### src/rtl/mrb_pkg.sv
// Shared constants, codes and control types for the modal resonator bank.
`default_nettype none
package mrb_pkg;

  // Bank size and field widths
  localparam int MODES   = 4096;
  localparam int MODE_W  = 12;
  localparam int CNT_W   = MODE_W + 1;
  localparam int COEF_W  = 32;
  localparam int SMP_W   = 16;
  localparam int GAIN_W  = 24;
  localparam int TDATA_W = 64;
  localparam int ADDR_W  = 3;
  localparam int DATA_W  = 32;

  // Arithmetic widths
  localparam int PROD_W  = 2 * COEF_W;
  localparam int P3_W    = COEF_W + SMP_W;
  localparam int ACC_W   = PROD_W + MODE_W;
  localparam int CHUNK_W = 32;
  localparam int TOP_W   = ACC_W - 2 * CHUNK_W;
  localparam int MPROD_W = CHUNK_W + GAIN_W + 2;
  localparam int FIN_W   = ACC_W + GAIN_W;
  localparam int OUT_LSB = 24;
  localparam int OUT_MSB = OUT_LSB + SMP_W - 1;

  // Item kinds
  localparam logic FUNC_LOAD   = 1'b0;
  localparam logic FUNC_SAMPLE = 1'b1;

  // Coefficient selects
  localparam logic [1:0] CSEL_POS  = 2'd0;
  localparam logic [1:0] CSEL_PREV = 2'd1;
  localparam logic [1:0] CSEL_IN   = 2'd2;
  localparam logic [1:0] CSEL_OUT  = 2'd3;

  // Output gain multiply chunk selects, most significant first
  localparam logic [1:0] MSEL_TOP = 2'd0;
  localparam logic [1:0] MSEL_MID = 2'd1;
  localparam logic [1:0] MSEL_LOW = 2'd2;

  // Register indexes (paddr bit 2)
  localparam logic REG_ACTIVE = 1'b0;
  localparam logic REG_GAIN   = 1'b1;

  localparam logic [CNT_W-1:0]  ACTIVE_RST = CNT_W'(MODES);
  localparam logic [GAIN_W-1:0] GAIN_RST   = GAIN_W'(1000000);

  typedef struct packed {
    logic              load_we;
    logic              sample_start;
    logic              issue;
    logic [MODE_W-1:0] mode;
    logic              fresh;
    logic              mul_go;
    logic [1:0]        mul_sel;
    logic              out_load;
  } mrb_cmd_t;

  typedef struct packed {
    logic pipe_busy;
    logic out_free;
  } mrb_stat_t;

endpackage
`default_nettype wire

### src/rtl/mrb_regs.sv
// APB register file: active mode count and output gain.
`default_nettype none
module mrb_regs import mrb_pkg::*; (
  input  wire logic              clk,
  input  wire logic              rst,
  input  wire logic              psel,
  input  wire logic              penable,
  input  wire logic              pwrite,
  input  wire logic [ADDR_W-1:0] paddr,
  input  wire logic [DATA_W-1:0] pwdata,
  output logic      [DATA_W-1:0] prdata,
  output logic                   pready,
  output logic      [CNT_W-1:0]  active_modes,
  output logic      [GAIN_W-1:0] output_gain
);

  logic wr_en;

  assign pready = 1'b1;
  assign wr_en  = psel && penable && pwrite && pready;

  // Hold registers, update on a completed write
  always_ff @(posedge clk) begin
    if (rst) begin
      active_modes <= ACTIVE_RST;
      output_gain  <= GAIN_RST;
    end else if (wr_en) begin
      unique case (paddr[2])
        REG_ACTIVE: active_modes <= pwdata[CNT_W-1:0];
        REG_GAIN:   output_gain  <= pwdata[GAIN_W-1:0];
        default:    active_modes <= active_modes;
      endcase
    end
  end

  // Return the addressed register
  always_comb begin
    unique case (paddr[2])
      REG_ACTIVE: prdata = DATA_W'(active_modes);
      REG_GAIN:   prdata = DATA_W'(output_gain);
      default:    prdata = '0;
    endcase
  end

endmodule
`default_nettype wire

### config.mk
export PLATFORM = sky130hd
export DESIGN_NAME = mrb_regs
export DESIGN_NICKNAME = d
export VERILOG_FILES = /design/src/rtl/mrb_pkg.sv /design/src/rtl/mrb_regs.sv
export SDC_FILE = /design/constraint.sdc
export NUM_CORES = 1
export LEC_CHECK = 0
export BUFFER_PORTS_ARGS = -buffer_cell sky130_fd_sc_hd__clkbuf_2
export CORE_ASPECT_RATIO = 0.75
export CORE_MARGIN = 3
export CORE_UTILIZATION = 45
export DETAILED_ROUTE_END_ITERATION = 12
export MAX_ROUTING_LAYER = met4
export PLACE_DENSITY = 0.9
export SLEW_MARGIN = 20
export SYNTH_ARGS = -nofsm -noshare
export SYNTH_HDL_FRONTEND = slang
export SYNTH_SLANG_ARGS = --single-unit
### constraint.sdc
create_clock -name clk -period 2.3 [get_ports clk]
set_clock_uncertainty 0.2 [all_clocks]
set_input_delay 0.46 -clock clk [delete_from_list [all_inputs] [get_ports clk]]
set_output_delay 0.46 -clock clk [all_outputs]
set_load 0.1 [all_outputs]
==> results.toml <==
[outcome]
status = "finished, final reports clean"

[grt]
grt_pass1_wl_um = 7230
antenna_found_initial = 0
grtUsageTotal_pct = 18.4
grt-ovfl-total = 0
grt_max_degree = 65
first_global_vias = 1592

[synthesis]
syn_area_per_cell_um2 = 9.96
yosysWarningCount = 0
yosys.area.top_type_share_pct = 39.1
yosys.area.top_type = "dfxtp_1"
yosys-top-cells-count = "48 x nand2b_1, 37 x dfxtp_1, 37 x mux2i_1, 16 x nor2_1, 13 x mux2_2"
synth.most_common_cell = "nand2b_1"
dominantRegCellSynth = "dfxtp_1"
synth_edf_count = 0
synth_cells = 190
synth_area_um2 = 1890
synth-seq-cells = 37
async_flop_share_pct = 0
seq_area_frac_synth_pct = 39.1
synthTopCellsByArea = "dfxtp_1 39%, mux2i_1 20%, nand2b_1 16%"
synth_cell_types = 16

[placed_design]
numPortBuffers = 90
gp_congestion = 0.669
dp_hpwl_um = 3460

[sta]
fin_crit_sh_pct = 92.7
fmax_mhz = 469
drv_slew = 0
setup_viol = 0
tightest_slew_ns = 0.553
worst_slew_margin_rel_pct = 63.3
hold_viol_final = 0
rsz0062_at_grt = "false"
fin_crit_ns = 2.13
hold-worst-slack_ns = 0.216
setup_tns_ns = 0

[critical_path]
arrival_ns = 1.47
worst_setup_path_start_kind = "input pin"
critical_path_class = "input pin to output port"
crit_fanout = 22
crit_required_ns = 1.64
end_kind = "output port"

[route]
wirelength_um = 4410
drt_iter0_drc = 35
ant_nets = 0
drc = 0
wl_per_cell_um = 13.4
vias_per_cell = 4.72
vias = 1553
dr.pass1.iters = 4

[clock_tree]
cts_tree = "built"
clockBufferDepth = 2
clkSinkCount = 37
clk-insertion-delay-late_ns = 0.28
path_clk_slew_ns = 0.07
postCtsSetupBuffers = 0
htree_num_levels = 2
root_buffer = "clkbuf_8"
cts_resized = 0
cts_buffers = 5
cts_hold_buffers = 0

[die]
start_util_pct = 49.2
ios = 110
fp.dieArea_um2 = 5030
rows = 19
die_h_um = 62.2
die_w_um = 80.9
core-area_um2 = 3850

[cells_and_area]
drive_above_1_share_pct = 45.8
seq_area_um2 = 741
nets = 316
fillCellCount = 313
area_growth_pct = 46.7
n_antenna_cell = 0
multiInputGateArea_um2 = 1030

[flow_run]
drv_cap = 0

[power_and_ir_drop]
cell_internal_pwr_w = 0.00106
p_sw_share_pct = 35.1
p_clk_share_pct = 29.5
switchingPower_w = 0.000571
p_per_area_nw_per_um2 = 586
combPwrFrac_pct = 29.6
vdd_drop_max_mv = 0.400
pwr-share-seq_pct = 40.9
power_leakage_nw = 1.27

[min_path]
hp-class = "input pin to register"
-- stage by stage --
stage	worst slack (ns)	power, W	util, %	instance area [um2]	cells
6_report	0.167	0.00163	72.1	2780	329
5_1_grt	0.128	0.00169	72.1	2780	329
4_1_cts	0.160	0.00164	72.1	2780	329
3_5_place_dp	0.171	0.00116	69.5	2680	321
3_3_place_gp	0.182	0.00116	69.5	2680	321
2_1_floorplan	0.0353	0.00105	-	1930	197
-- state kept, by name, indices dropped and copies added (netlist names) --
signal and count:
output_gain 24, active_modes 13
-- power groups by stage --
stage                     sequential [W]  clock, W  combinational (W)
after floorplan                 0.000780         0           0.000274
after global placement          0.000679         0           0.000477
after detailed placement        0.000681         0           0.000483
after CTS                       0.000666  0.000491           0.000483
after global routing            0.000668  0.000520           0.000498
final                           0.000666  0.000480           0.000481
-- cells by family after synthesis --
group | after synthesis | share of synthesized area (%)
buffers and inverters | 22 | 8.59
other | 2 | 0.397
AND/OR/NAND/NOR | 79 | 24.6
multiplexers | 50 | 27.3
flip-flops | 37 | 39.1
-- per-layer routing --
metal  vias up  GRT usage, %  share of wire (%)
met4         0          5.27                1.4
li1        771             -                  -
met5         -             -                  0
met2        55          31.9                 49
met3         7          3.76                6.2
met1       720          21.3                 43
-- layout make-up --
cell class / instances / area share (%)
Multi-Input combinational cell: 138 / 37.1
Timing Repair Buffer: 94 / 30.3
Sequential cell: 37 / 26.7
Clock buffer: 7 / 3.47
Tap cell: 52 / 2.34
Clock inverter: 1 / 0.180
-- worst paths after layout --
kind                                         to            start  slack (ns)  depth (start not counted)
worst max-delay path                 prdata[10]         paddr[2]        0.17                          3
worst min-delay path            output_gain[20]       pwdata[20]        0.22                          3
worst max register to register  active_modes[8]  active_modes[8]        1.42                          2
worst min register to register  output_gain[15]  output_gain[15]        0.29                          2
-- cell usage in the layout, fill, tap and decap left out --
cell / count
nand4_1: 1
buf_12: 24
clkinv_2: 1
dfxtp_1: 37
and4_4: 1
and2_2: 11
buf_4: 4
mux2_2: 13
nand2b_1: 48
mux2i_1: 37
nor2_1: 16
clkbuf_2: 66
conb_1: 9
clkbuf_8: 7
nand4b_1: 1
and4b_1: 1
-- critical path, cell delays in order --
cell	delay [ns]
clkbuf_2	0.40
mux2_2	0.43
buf_12	0.17
Note: power is estimated with default switching activity, not from simulation.
