==> src/rtl/mrb_pkg.sv <==
// Shared constants, codes and control types for the modal resonator bank.
`default_nettype none
package mrb_pkg;

  // Bank size and field widths
  localparam int MODES   = 4096;
  localparam int MODE_W  = 12;
  localparam int CNT_W   = MODE_W + 1;
  localparam int COEF_W  = 32;
  localparam int SMP_W   = 16;
  localparam int GAIN_W  = 24;
  localparam int TDATA_W = 64;
  localparam int ADDR_W  = 3;
  localparam int DATA_W  = 32;

  // Arithmetic widths
  localparam int PROD_W  = 2 * COEF_W;
  localparam int P3_W    = COEF_W + SMP_W;
  localparam int ACC_W   = PROD_W + MODE_W;
  localparam int CHUNK_W = 32;
  localparam int TOP_W   = ACC_W - 2 * CHUNK_W;
  localparam int MPROD_W = CHUNK_W + GAIN_W + 2;
  localparam int FIN_W   = ACC_W + GAIN_W;
  localparam int OUT_LSB = 24;
  localparam int OUT_MSB = OUT_LSB + SMP_W - 1;

  // Item kinds
  localparam logic FUNC_LOAD   = 1'b0;
  localparam logic FUNC_SAMPLE = 1'b1;

  // Coefficient selects
  localparam logic [1:0] CSEL_POS  = 2'd0;
  localparam logic [1:0] CSEL_PREV = 2'd1;
  localparam logic [1:0] CSEL_IN   = 2'd2;
  localparam logic [1:0] CSEL_OUT  = 2'd3;

  // Output gain multiply chunk selects, most significant first
  localparam logic [1:0] MSEL_TOP = 2'd0;
  localparam logic [1:0] MSEL_MID = 2'd1;
  localparam logic [1:0] MSEL_LOW = 2'd2;

  // Register indexes (paddr bit 2)
  localparam logic REG_ACTIVE = 1'b0;
  localparam logic REG_GAIN   = 1'b1;

  localparam logic [CNT_W-1:0]  ACTIVE_RST = CNT_W'(MODES);
  localparam logic [GAIN_W-1:0] GAIN_RST   = GAIN_W'(1000000);

  typedef struct packed {
    logic              load_we;
    logic              sample_start;
    logic              issue;
    logic [MODE_W-1:0] mode;
    logic              fresh;
    logic              mul_go;
    logic [1:0]        mul_sel;
    logic              out_load;
  } mrb_cmd_t;

  typedef struct packed {
    logic pipe_busy;
    logic out_free;
  } mrb_stat_t;

endpackage
`default_nettype wire

==> src/rtl/mrb_ctrl.sv <==
// Controller: accepts requests, walks active modes, sequences the gain multiply.
`default_nettype none
module mrb_ctrl import mrb_pkg::*; (
  input  wire logic             clk,
  input  wire logic             rst,
  input  wire logic             in_valid,
  input  wire logic             in_func,
  input  wire logic [CNT_W-1:0] active_modes,
  input  wire mrb_stat_t        stat,
  output logic                  in_ready,
  output mrb_cmd_t              cmd
);

  typedef enum logic [2:0] {
    S_IDLE,
    S_RUN,
    S_DRAIN,
    S_MUL,
    S_MWAIT,
    S_EMIT
  } state_t;

  state_t            state;
  logic [MODE_W-1:0] mode_cnt;
  logic [1:0]        step;
  logic [CNT_W-1:0]  hw;
  logic [CNT_W-1:0]  n_eff;
  logic              accept;
  logic              last_mode;

  // Clamp the active count to the bank size
  assign n_eff = (active_modes > CNT_W'(MODES)) ? CNT_W'(MODES) : active_modes;

  assign in_ready  = (state == S_IDLE);
  assign accept    = in_valid && in_ready;
  assign last_mode = ({1'b0, mode_cnt} == (n_eff - CNT_W'(1)));

  // Drive datapath commands
  always_comb begin
    cmd.load_we      = accept && (in_func == FUNC_LOAD);
    cmd.sample_start = accept && (in_func == FUNC_SAMPLE);
    cmd.issue        = (state == S_RUN);
    cmd.mode         = mode_cnt;
    // Modes at or above the high-water mark were never updated: read as zero
    cmd.fresh        = ({1'b0, mode_cnt} >= hw);
    cmd.mul_go       = (state == S_MUL);
    cmd.mul_sel      = step;
    cmd.out_load     = (state == S_EMIT) && stat.out_free;
  end

  // Advance state, mode counter, multiply step and high-water mark
  always_ff @(posedge clk) begin
    if (rst) begin
      state    <= S_IDLE;
      mode_cnt <= '0;
      step     <= MSEL_TOP;
      hw       <= '0;
    end else begin
      unique case (state)
        S_IDLE: begin
          if (accept && (in_func == FUNC_SAMPLE)) begin
            mode_cnt <= '0;
            step     <= MSEL_TOP;
            state    <= (n_eff == '0) ? S_MUL : S_RUN;
          end
        end
        S_RUN: begin
          mode_cnt <= mode_cnt + MODE_W'(1);
          if (last_mode) begin
            if (n_eff > hw) begin
              hw <= n_eff;
            end
            state <= S_DRAIN;
          end
        end
        S_DRAIN: begin
          if (!stat.pipe_busy) begin
            step  <= MSEL_TOP;
            state <= S_MUL;
          end
        end
        S_MUL: begin
          step <= step + 2'd1;
          if (step == MSEL_LOW) begin
            state <= S_MWAIT;
          end
        end
        S_MWAIT: begin
          state <= S_EMIT;
        end
        S_EMIT: begin
          if (stat.out_free) begin
            state <= S_IDLE;
          end
        end
        default: state <= S_IDLE;
      endcase
    end
  end

endmodule
`default_nettype wire

==> config.mk <==
export PLATFORM = sky130hd
export DESIGN_NAME = mrb_ctrl
export DESIGN_NICKNAME = d
export VERILOG_FILES = /design/src/rtl/mrb_pkg.sv /design/src/rtl/mrb_ctrl.sv
export SDC_FILE = /design/constraint.sdc
export NUM_CORES = 1
export LEC_CHECK = 0
export ABC_AREA = 1
export BUFFER_PORTS_ARGS = -buffer_cell sky130_fd_sc_hd__clkbuf_2
export CAP_MARGIN = 0
export CORE_ASPECT_RATIO = 1.25
export CORE_MARGIN = 2
export CORE_UTILIZATION = 55
export CTS_BUF_LIST = sky130_fd_sc_hd__clkbuf_16
export CTS_CLUSTER_DIAMETER = 50
export DETAILED_ROUTE_END_ITERATION = 8
export GPL_ROUTABILITY_DRIVEN = 0
export HOLD_SLACK_MARGIN = 0.1
export PLACE_DENSITY = 0.87
export SYNTH_ARGS = -nofsm -noshare
export SYNTH_HDL_FRONTEND = slang
export SYNTH_SLANG_ARGS = --single-unit
==> constraint.sdc <==
create_clock -name clk -period 3.25 [get_ports clk]
set_input_delay 0.65 -clock clk [delete_from_list [all_inputs] [get_ports clk]]
set_output_delay 0.65 -clock clk [all_outputs]
set_load 0.1 [all_outputs]
==> key figures, run 1 <==
Run status
  • Status: completed

Detailed routing
  • ANT nets after route: 0
  • Initial DRC Count: between 200 and 250
  • DR WL/cell: 12.8 microns
  • Final wirelength: 7100 microns
  • Drt pass-1 iters: 5
  • Vias: 3007
  • Via density: around 5.4
  • DR DRC count: 0

Worst setup path
  • Crit Path Class: flip-flop to output port
  • Largest stage delay, worst path: 0.47 ns
  • Crit path buffers/inverters: 2
  • WP data arrival: approximately 2.3 ns
  • Crit-path cells: inv_1 > ha_1 > o21ai_0 > nand3_1 > a21oi_1 > o21ai_0 > o311a_1 > o21ai_2 > clkbuf_2
  • CP Max Fanout: 6
  • CP delay by family, top: compound AO/OA/AOI/OAI gates
  • Slowest CP cell: dfxtp_1
  • Worst setup EP type: output port
  • Critical Path RT: 2.60 ns
  • CP startpoint kind: flip-flop
  • Critical Path Most Common Cell: o21ai_0

Timing
  • Worst-Margin Slew: 0.678 ns
  • Final hold viol count: 0
  • Max-slew violations: 0
  • Slew HR: 0.548
  • # setup viols final: 0
  • Highest clock rate: roughly 340 MHz
  • Post-route setup slack: about 0.27 ns
  • Setup Skew: 0.00652 ns
  • Final min period: approximately 3 ns
  • Setup TNS Final: 0 ns
  • Final worst path period share: 0.916
  • RSZ-0062 raised after global routing: no

CTS
  • Reg clk slew, reported paths: 0.05 ns
  • CTS tree: yes
  • Hold Buf Count CTS: 0
  • Htree depth: 2
  • Root Driver: clkbuf_16
  • CTS Sinks: 30
  • PostCTS Resize Cnt: 0
  • CTS Buf Count: 5
  • CTS Buffer Depth: 2
  • Clock insertion delay at the later pin of the skew report: between 0.2 and 0.3 ns
  • Setup Buffers After CTS: 0

Synthesis
  • Synth async-reset ratio: 0
  • Mapped Cells: 449
  • Syn Nets: about 500
  • Ys Warns: 0
  • Top cells by area, synth: dfxtp_1 22%, nand2_1 19%, ha_1 13%
  • Sequential-to-total area share from yosys stat: 0.221
  • Synth Register Bits: 30
  • Top_reg_cell synth: dfxtp_1
  • EDFF count, synth: 0
  • Syn_area_per_cell: 6.05 sq um
  • Post-Syn Area: 0.00272 sq mm
  • Count leader, synth: nand2_1
  • Synth area leader: dfxtp_1
  • Distinct cells, synth: 35
  • Commonest cells in the netlist: 137 x nand2_1, 71 x inv_1, 59 x nor2_1
  • Share of the synthesized area in the top cell type: 0.221

Pwr
  • Leakage: around 1.7 nW
  • Power Dens Cells: about 470 mW/mm^2
  • Peak VDD IR: 634 uV
  • Final Power: 1.47 mW

Global routing
  • Largest net degree at the start of global routing: 27
  • Initial antenna violation count: 0
  • All-layer global routing usage: 0.277
  • First-pass GRT wire length: 11700 microns
  • Vias in the first global route: 2715
  • Remaining global-route overflow: 0

Die
  • Row count: 28
  • Die area: 0.00552 sq mm
  • Die width: 66.9 microns
  • CORE AREA: 0.00476 sq mm
  • Die height: 82.6 microns
  • # IOs: 40
  • Starting Density: 0.570

Finish
  • Fin nets: 540
  • Antenna fix cells: 0
  • Final instance area: 0.00313 sq mm
  • Core Util, Final: 0.657
  • P&R area growth vs syn: 15.1%
  • Layout cells sized above 1: 0.136

Placement
  • Dpl ws: 0.0663 ns
  • Placed cell area: 0.00299 sq mm
  • Hpwl dp: 5650 microns
  • Port bufs: 39

Hold path
  • Hold Crit Class: flip-flop to flip-flop

Run
  • Max-cap violations: 0
report_power, final:
group / total (mW) / switching, mW / internal (mW)
sequential: 0.421 / 0.0338 / 0.387
clock: 0.440 / 0.164 / 0.276
combinational: 0.609 / 0.461 / 0.148
placed cells by master, fill, tap and decap left out, types with 4 or more instances in the layout:
cell type  netlist  routed
ha_1            29      29
o21ai_0         18      17
nand4_1          5       5
clkbuf_2         0      39
clkbuf_16        0       5
buf_4            0       4
nor2_1          59      58
inv_1           71      72
nor2_2           4       5
xor2_1           4       4
a21oi_1         24      24
nand3_1         24      24
nand2_1        137     137
dfxtp_1         30      30
metrics by stage:
stage / std cells / hold slack [ns]
after floorplan: 449 / 0.510
after global placement: 545 / 0.466
after detailed placement: 545 / 0.476
after CTS: 553 / 0.483
after global routing: 553 / 0.507
final: 553 / 0.481
final timing paths:
check        slack, ns   startpoint      end  depth (start not counted)
max               0.27  mode_cnt[0]   cmd[4]                          9
min               0.48      step[0]  step[0]                          2
max reg2reg       1.16     state[0]    hw[8]                         10
min reg2reg       0.48      step[0]  step[0]                          2
worst register-to-register path: cells and delay by family (launching register included):
| kind | cells | cell delay [ns] |
|---|---|---|
| AO/OA/AOI/OAI | 1 | 0.23 |
| buffers and inverters | 4 | 0.48 |
| flip-flops | 1 | 0.42 |
| AND/OR/NAND/NOR | 5 | 0.86 |
layer usage:
metal / wire, microns / track usage / share of wire / up-vias
met5: 0 / 0 / 0 / -
met4: 139 / 0.110 / 0.020 / 0
met3: 395 / 0.0447 / 0.056 / 11
met2: 3540 / 0.494 / 0.50 / 98
met1: 3030 / 0.329 / 0.43 / 1376
li1: - / - / - / 1522
cell type report:
class | instances | area, sq um
Clock buffer | 5 | 125
Clock inverter | 3 | 12.5
Fill cell | 447 | 1640
Inverter | 73 | 274
Multi-Input combinational cell | 339 | 1820
Sequential cell | 30 | 601
Tap cell | 60 | 75.1
Timing Repair Buffer | 43 | 225
flip-flops by register name (all words and copies together), names as in the netlist:
name and flops:
hw 13, step 2, mode_cnt 12, state 3
cell families (layout without fill, tap and decap cells):
group | after synthesis | count (layout) | share of synthesized area
AO/OA/AOI/OAI | 61 | 61 | 0.133
adder cells (fa/ha/maj) | 29 | 29 | 0.134
XOR/XNOR | 7 | 7 | 0.0226
AND/OR/NAND/NOR | 242 | 242 | 0.373
buffers and inverters | 80 | 124 | 0.117
flip-flops | 30 | 30 | 0.221
Power figures use the tool's default switching activity.
==> inputs of run 2 (changes only) <==
Settings changed: CORE_UTILIZATION 55 to 35, PLACE_DENSITY 0.87 to 0.63.
==> run 2 against run 1 <==
Against the previous run:
- total power is 0.47% higher
- count of clock-buffer cells in the layout stayed put
- final area is 1.6% higher
- routed wire length is 5.3% higher
- clock skew is 0.0022 ns lower
- sequential cell count stayed put
- non-clock buffer count is 1 higher
- worst hold slack worse by 0.0028 ns
- first-iteration DRC count is 21% lower
- critical path type unchanged
- critical endpoint unchanged
==> key figures, run 2 (synthesized netlist as in run 1, its figures left out) <==
Run status
  • Status: completed

Die
  • # IOs: 40
  • Starting Density: 0.365
  • Row count: 35
  • CORE AREA: 0.00744 sq mm
  • Die height: 103 microns
  • Die area: ~0.0085 sq mm
  • Die width: 82.8 microns

Timing
  • Final hold viol count: 0
  • Setup Skew: 0.00431 ns
  • Highest clock rate: about 340 MHz
  • # setup viols final: 0
  • RSZ-0062 raised after global routing: no
  • Max-slew violations: 0
  • Slew HR: 0.552
  • Final worst path period share: 0.912
  • Final min period: 2.96 ns
  • Worst-Margin Slew: 0.671 ns

Detailed routing
  • ANT nets after route: 0
  • DR DRC count: 0
  • Initial DRC Count: 170
  • Via density: 4.95
  • DR WL/cell: 12.8 microns
  • Final wirelength: 7480 microns
  • Vias: 2901
  • Drt pass-1 iters: 4

Worst setup path
  • Slowest CP cell: clkbuf_2
  • Critical Path Most Common Cell: o21ai_0
  • WP data arrival: 2.31 ns
  • CP Max Fanout: 7
  • Worst setup EP type: output port
  • Crit-path cells: ha_1 > nand2_1 > o21ai_0 > nand3_1 > a21oi_1 > o21ai_0 > o311a_1 > o21ai_2 > clkbuf_2
  • Worst R2R Path Depth: 11
  • Largest stage delay, worst path: roughly 0.46 ns
  • Critical Path RT: 2.60 ns
  • Crit Path Class: flip-flop to output port
  • CP startpoint kind: flip-flop

Finish
  • Final instance area: 0.00318 sq mm
  • Register area: 601 sq um
  • Top flop regs: hw (13), mode_cnt (12), state (3)
  • Post-route non-filler standard cell count: 586
  • Max reg flops: 13
  • Most frequent cells in the layout: 137 x nand2_1, 71 x inv_1, 58 x nor2_1
  • Antenna fix cells: 0
  • Fin nets: approximately 540
  • Fill count: 831
  • Biggest register: hw
  • P&R area growth vs syn: 17.0%
  • Area occupied by multi-input gates: 0.00182 sq mm
  • Most common cell after layout, fill and taps aside: nand2_1
  • Layout cells sized above 1: 0.140

Pwr
  • Final Power: between 1 and 1.5 mW
  • Power Dens Cells: between 400 and 500 mW/mm^2
  • Leakage: 1.69 nW
  • Sw Ratio: 0.449
  • Clock share of power: 0.303
  • Sequential share of power: 0.284
  • Gate power share: 0.412
  • Peak VDD IR: between 300 and 400 uV
  • Sw power: 0.663 mW
  • Internal Power: 0.814 mW

CTS
  • Root Driver: clkbuf_16
  • CTS tree: yes
  • CTS Buffer Depth: 2
  • CTS Sinks: 30
  • Setup Buffers After CTS: 0
  • CTS Buf Count: 5
  • Htree depth: 2
  • Reg clk slew, reported paths: 0.05 ns
  • Hold Buf Count CTS: 0
  • Clock insertion delay at the later pin of the skew report: 0.28 ns
  • PostCTS Resize Cnt: 0

Placement
  • Placed cell area: 0.00304 sq mm
  • Cell Count Post-Placement: 578
  • Hpwl dp: 6100 microns
  • Port bufs: 39

Global routing
  • Remaining global-route overflow: 0
  • Initial antenna violation count: 0
  • All-layer global routing usage: 0.180
  • Vias in the first global route: 2646
  • First-pass GRT wire length: 12300 microns
  • Largest net degree at the start of global routing: 27

Run
  • Max-cap violations: 0

Hold path
  • Hold Crit Class: flip-flop to flip-flop
  • WHS Path Cells: 2
[run 2: power groups by stage]
stage | sequential [mW] | clock, mW | combinational (mW)
floorplan | 0.476 | 0 | 0.429
global placement | 0.427 | 0 | 0.604
detailed placement | 0.427 | 0 | 0.612
CTS | 0.420 | 0.452 | 0.614
global route | 0.425 | 0.476 | 0.672
finish | 0.420 | 0.448 | 0.609
[run 2: final cells by class]
class                           instances  share of cell area
Sequential cell                        30               0.189
Clock buffer                            5              0.0393
Multi-Input combinational cell        339               0.571
Tap cell                               92              0.0362
Inverter                               73              0.0862
Clock inverter                          3             0.00511
Timing Repair Buffer                   44              0.0732
[run 2: path summary, 6_finish.rpt]
path / start / endpoint / slack, ns
setup / recovery: mode_cnt[2] / cmd[4] / 0.29
hold / removal: step[0] / step[0] / 0.48
setup reg to reg: state[0] / hw[2] / 1.16
hold reg to reg: step[0] / step[0] / 0.48
[run 2: per-stage QoR]
step           hold WS [ns]  setup TNS [ns]  setup slack, ns   util
2_1_floorplan         0.510          -0.138           -0.138      -
3_3_place_gp          0.467               0            0.138  0.408
3_5_place_dp          0.472               0            0.104  0.408
4_1_cts               0.480               0            0.292  0.427
5_1_grt               0.532               0           0.0930  0.427
6_report              0.478               0            0.287  0.427
[run 2: layer usage]
metal  part of all wire  track usage  vias to the layer above  routed length, microns
li1                   -            -                     1518                       -
met1               0.47        0.232                     1309                    3490
met2               0.48        0.311                       63                    3560
met3              0.039       0.0232                       11                     289
met4              0.018       0.0643                        0                     133
met5                  0            0                        -                       0
[run 2: worst max-delay path, delay by kind of cell, from the launching register on]
kind                       cells  cell delay, ns
AOI/OAI and AO/OA              5            0.65
adders and majority gates      1            0.36
buffers and inverters          1            0.46
and+or+nand+nor                2            0.17
DFF                            1            0.39
==> inputs of run 3 (changes only) <==
Settings changed: CORE_UTILIZATION 35 to 58, HOLD_SLACK_MARGIN 0.1 to 0.06, PLACE_DENSITY 0.63 to 0.91, SLEW_MARGIN from default to 20.
==> run 3 against run 2 <==
Against the previous run:
- sequential power about the same
- routed wire length increased by 1.4%
- core utilization increased by 28 points
- sequential cell count unchanged
- die area decreased by 38%
- sequential share of layout area increased by 0.075 points
- critical path depth unchanged
- maximum frequency decreased by 1.5%
- non-clock buffer count decreased by 2
==> key figures, run 3 (synthesized netlist as in run 1, its figures left out) <==
Run status
  • Status: completed

Finish
  • Biggest register: hw
  • Final instance area: between 0.003 and 0.004 sq mm
  • Most common cell after layout, fill and taps aside: nand2_1
  • Fin nets: 540
  • P&R area growth vs syn: 16.6%
  • Post-route non-filler standard cell count: 551
  • Area occupied by multi-input gates: 0.00184 sq mm
  • Most frequent cells in the layout: 137 x nand2_1, 71 x inv_1, 58 x nor2_1
  • Core Util, Final: 0.710
  • Antenna fix cells: 0
  • Top flop regs: hw (13), mode_cnt (12), state (3)
  • Max reg flops: 13
  • Layout cells sized above 1: 0.140
  • Register area: 601 sq um
  • Fill count: 410

Timing
  • Final min period: 3.01 ns
  • RSZ-0062 raised after global routing: no
  • Max-slew violations: 0
  • Setup TNS Final: 0 ns
  • Final hold viol count: 0
  • Final worst path period share: 0.925
  • # setup viols final: 0
  • Hold Slack: approximately 0.48 ns
  • Worst-Margin Slew: slightly below 0.7 ns
  • Slew HR: 0.549
  • Highest clock rate: 332 MHz
  • Setup Skew: 0.00594 ns
  • Post-route setup slack: 0.242 ns

Worst setup path
  • Crit-path cells: inv_1 > ha_1 > o21ai_0 > nand3_1 > a21oi_1 > o21ai_0 > o311a_1 > o21ai_2 > clkbuf_2
  • WP data arrival: around 2.4 ns
  • Crit Path Class: flip-flop to output port
  • Crit path buffers/inverters: 2
  • Slowest CP cell: dfxtp_1
  • Critical Path RT: ~2.6 ns
  • CP Max Fanout: 6
  • Worst setup EP type: output port
  • CP startpoint kind: flip-flop
  • Critical Path Most Common Cell: o21ai_0
  • Largest stage delay, worst path: 0.46 ns
  • CP delay by family, top: compound AO/OA/AOI/OAI gates

Die
  • Die height: between 80 and 90 microns
  • Die area: 0.00525 sq mm
  • Die width: 65.2 microns
  • Row count: 27
  • # IOs: 40
  • Starting Density: 0.609
  • CORE AREA: 0.00446 sq mm

Global routing
  • Vias in the first global route: ~2900
  • Remaining global-route overflow: 0
  • First-pass GRT wire length: 12400 microns
  • Initial antenna violation count: 0
  • Largest net degree at the start of global routing: 27
  • All-layer global routing usage: 0.301

Placement
  • Hpwl dp: 5790 microns
  • Dpl ws: 0.00590 ns
  • Port bufs: 39
  • Placed cell area: 0.00298 sq mm
  • Cell Count Post-Placement: 542

CTS
  • Clock insertion delay at the later pin of the skew report: approximately 0.28 ns
  • CTS Buffer Depth: 2
  • Setup Buffers After CTS: 0
  • CTS Buf Count: 5
  • CTS Sinks: 30
  • CTS tree: yes
  • Root Driver: clkbuf_16
  • Reg clk slew, reported paths: ~0.050 ns
  • Htree depth: 2

Detailed routing
  • Vias: 3098
  • Via density: 5.62
  • Final wirelength: 7580 microns
  • ANT nets after route: 0
  • Initial DRC Count: about 260
  • Drt pass-1 iters: 7
  • DR DRC count: 0
  • DR WL/cell: 13.8 microns

Pwr
  • Final Power: 1.56 mW
  • Gate power share: 0.396
  • Internal Power: 0.889 mW
  • Sw Ratio: 0.431
  • Leakage: 1.70 nW
  • Sequential share of power: 0.270
  • Clock share of power: 0.334
  • Power Dens Cells: around 490 mW/mm^2
  • Sw power: 0.674 mW
  • Peak VDD IR: 776 uV

Run
  • Max-cap violations: 0

Hold path
  • Hold Crit Class: flip-flop to flip-flop
-- run 3: cell count changes in the layout (fill, tap and decap cells not counted), sizes merged --
cell	before	now
nand4	6	7
clkinvlp	1	0
buf	5	3
bufinv	0	1
-- run 3: per-layer routing --
layer  routed length [microns]  global-route usage  part of all wire
met1                      2930               0.343              0.39
met2                      3780               0.534              0.50
met3                       561              0.0532             0.074
met4                       309               0.146             0.041
met5                         0                   0                 0
-- run 3: power groups by stage --
stage / registers, mW / clock network, mW / logic (mW)
after floorplan: 0.476 / 0 / 0.429
after global placement: 0.425 / 0 / 0.591
after detailed placement: 0.426 / 0 / 0.601
after CTS: 0.420 / 0.526 / 0.609
after global routing: 0.426 / 0.542 / 0.676
final: 0.422 / 0.522 / 0.619
-- run 3: final timing paths --
path / cells past startpoint / slack (ns) / end / start
worst max-delay path: 9 / 0.24 / cmd[4] / mode_cnt[0]
worst min-delay path: 2 / 0.48 / step[0] / step[0]
worst max register to register: 10 / 1.03 / hw[5] / hw[4]
worst min register to register: 2 / 0.48 / step[0] / step[0]
-- run 3: timing repair --
action,CTS,global route
hold endpoints to repair,0,0
hold buffers,0,0
endpoints found under the setup margin,0,2
gates resized for setup,0,1
-- run 3: final cells by class --
class                      instances  share of cell area
multi-input combinational        340               0.580
tap                               58              0.0229
clock inverter                     3              0.0126
timing repair buffer              42              0.0687
inverter                          73              0.0865
sequential                        30               0.190
clock buffer                       5              0.0395
-- run 3: tightest hold or removal path: cells and delay by family, from the launching register on --
kind	cells	cell delay (ns)
flip-flops	1	0.32
AO/OA/AOI/OAI	1	0.05
AND/OR/NAND/NOR	1	0.06
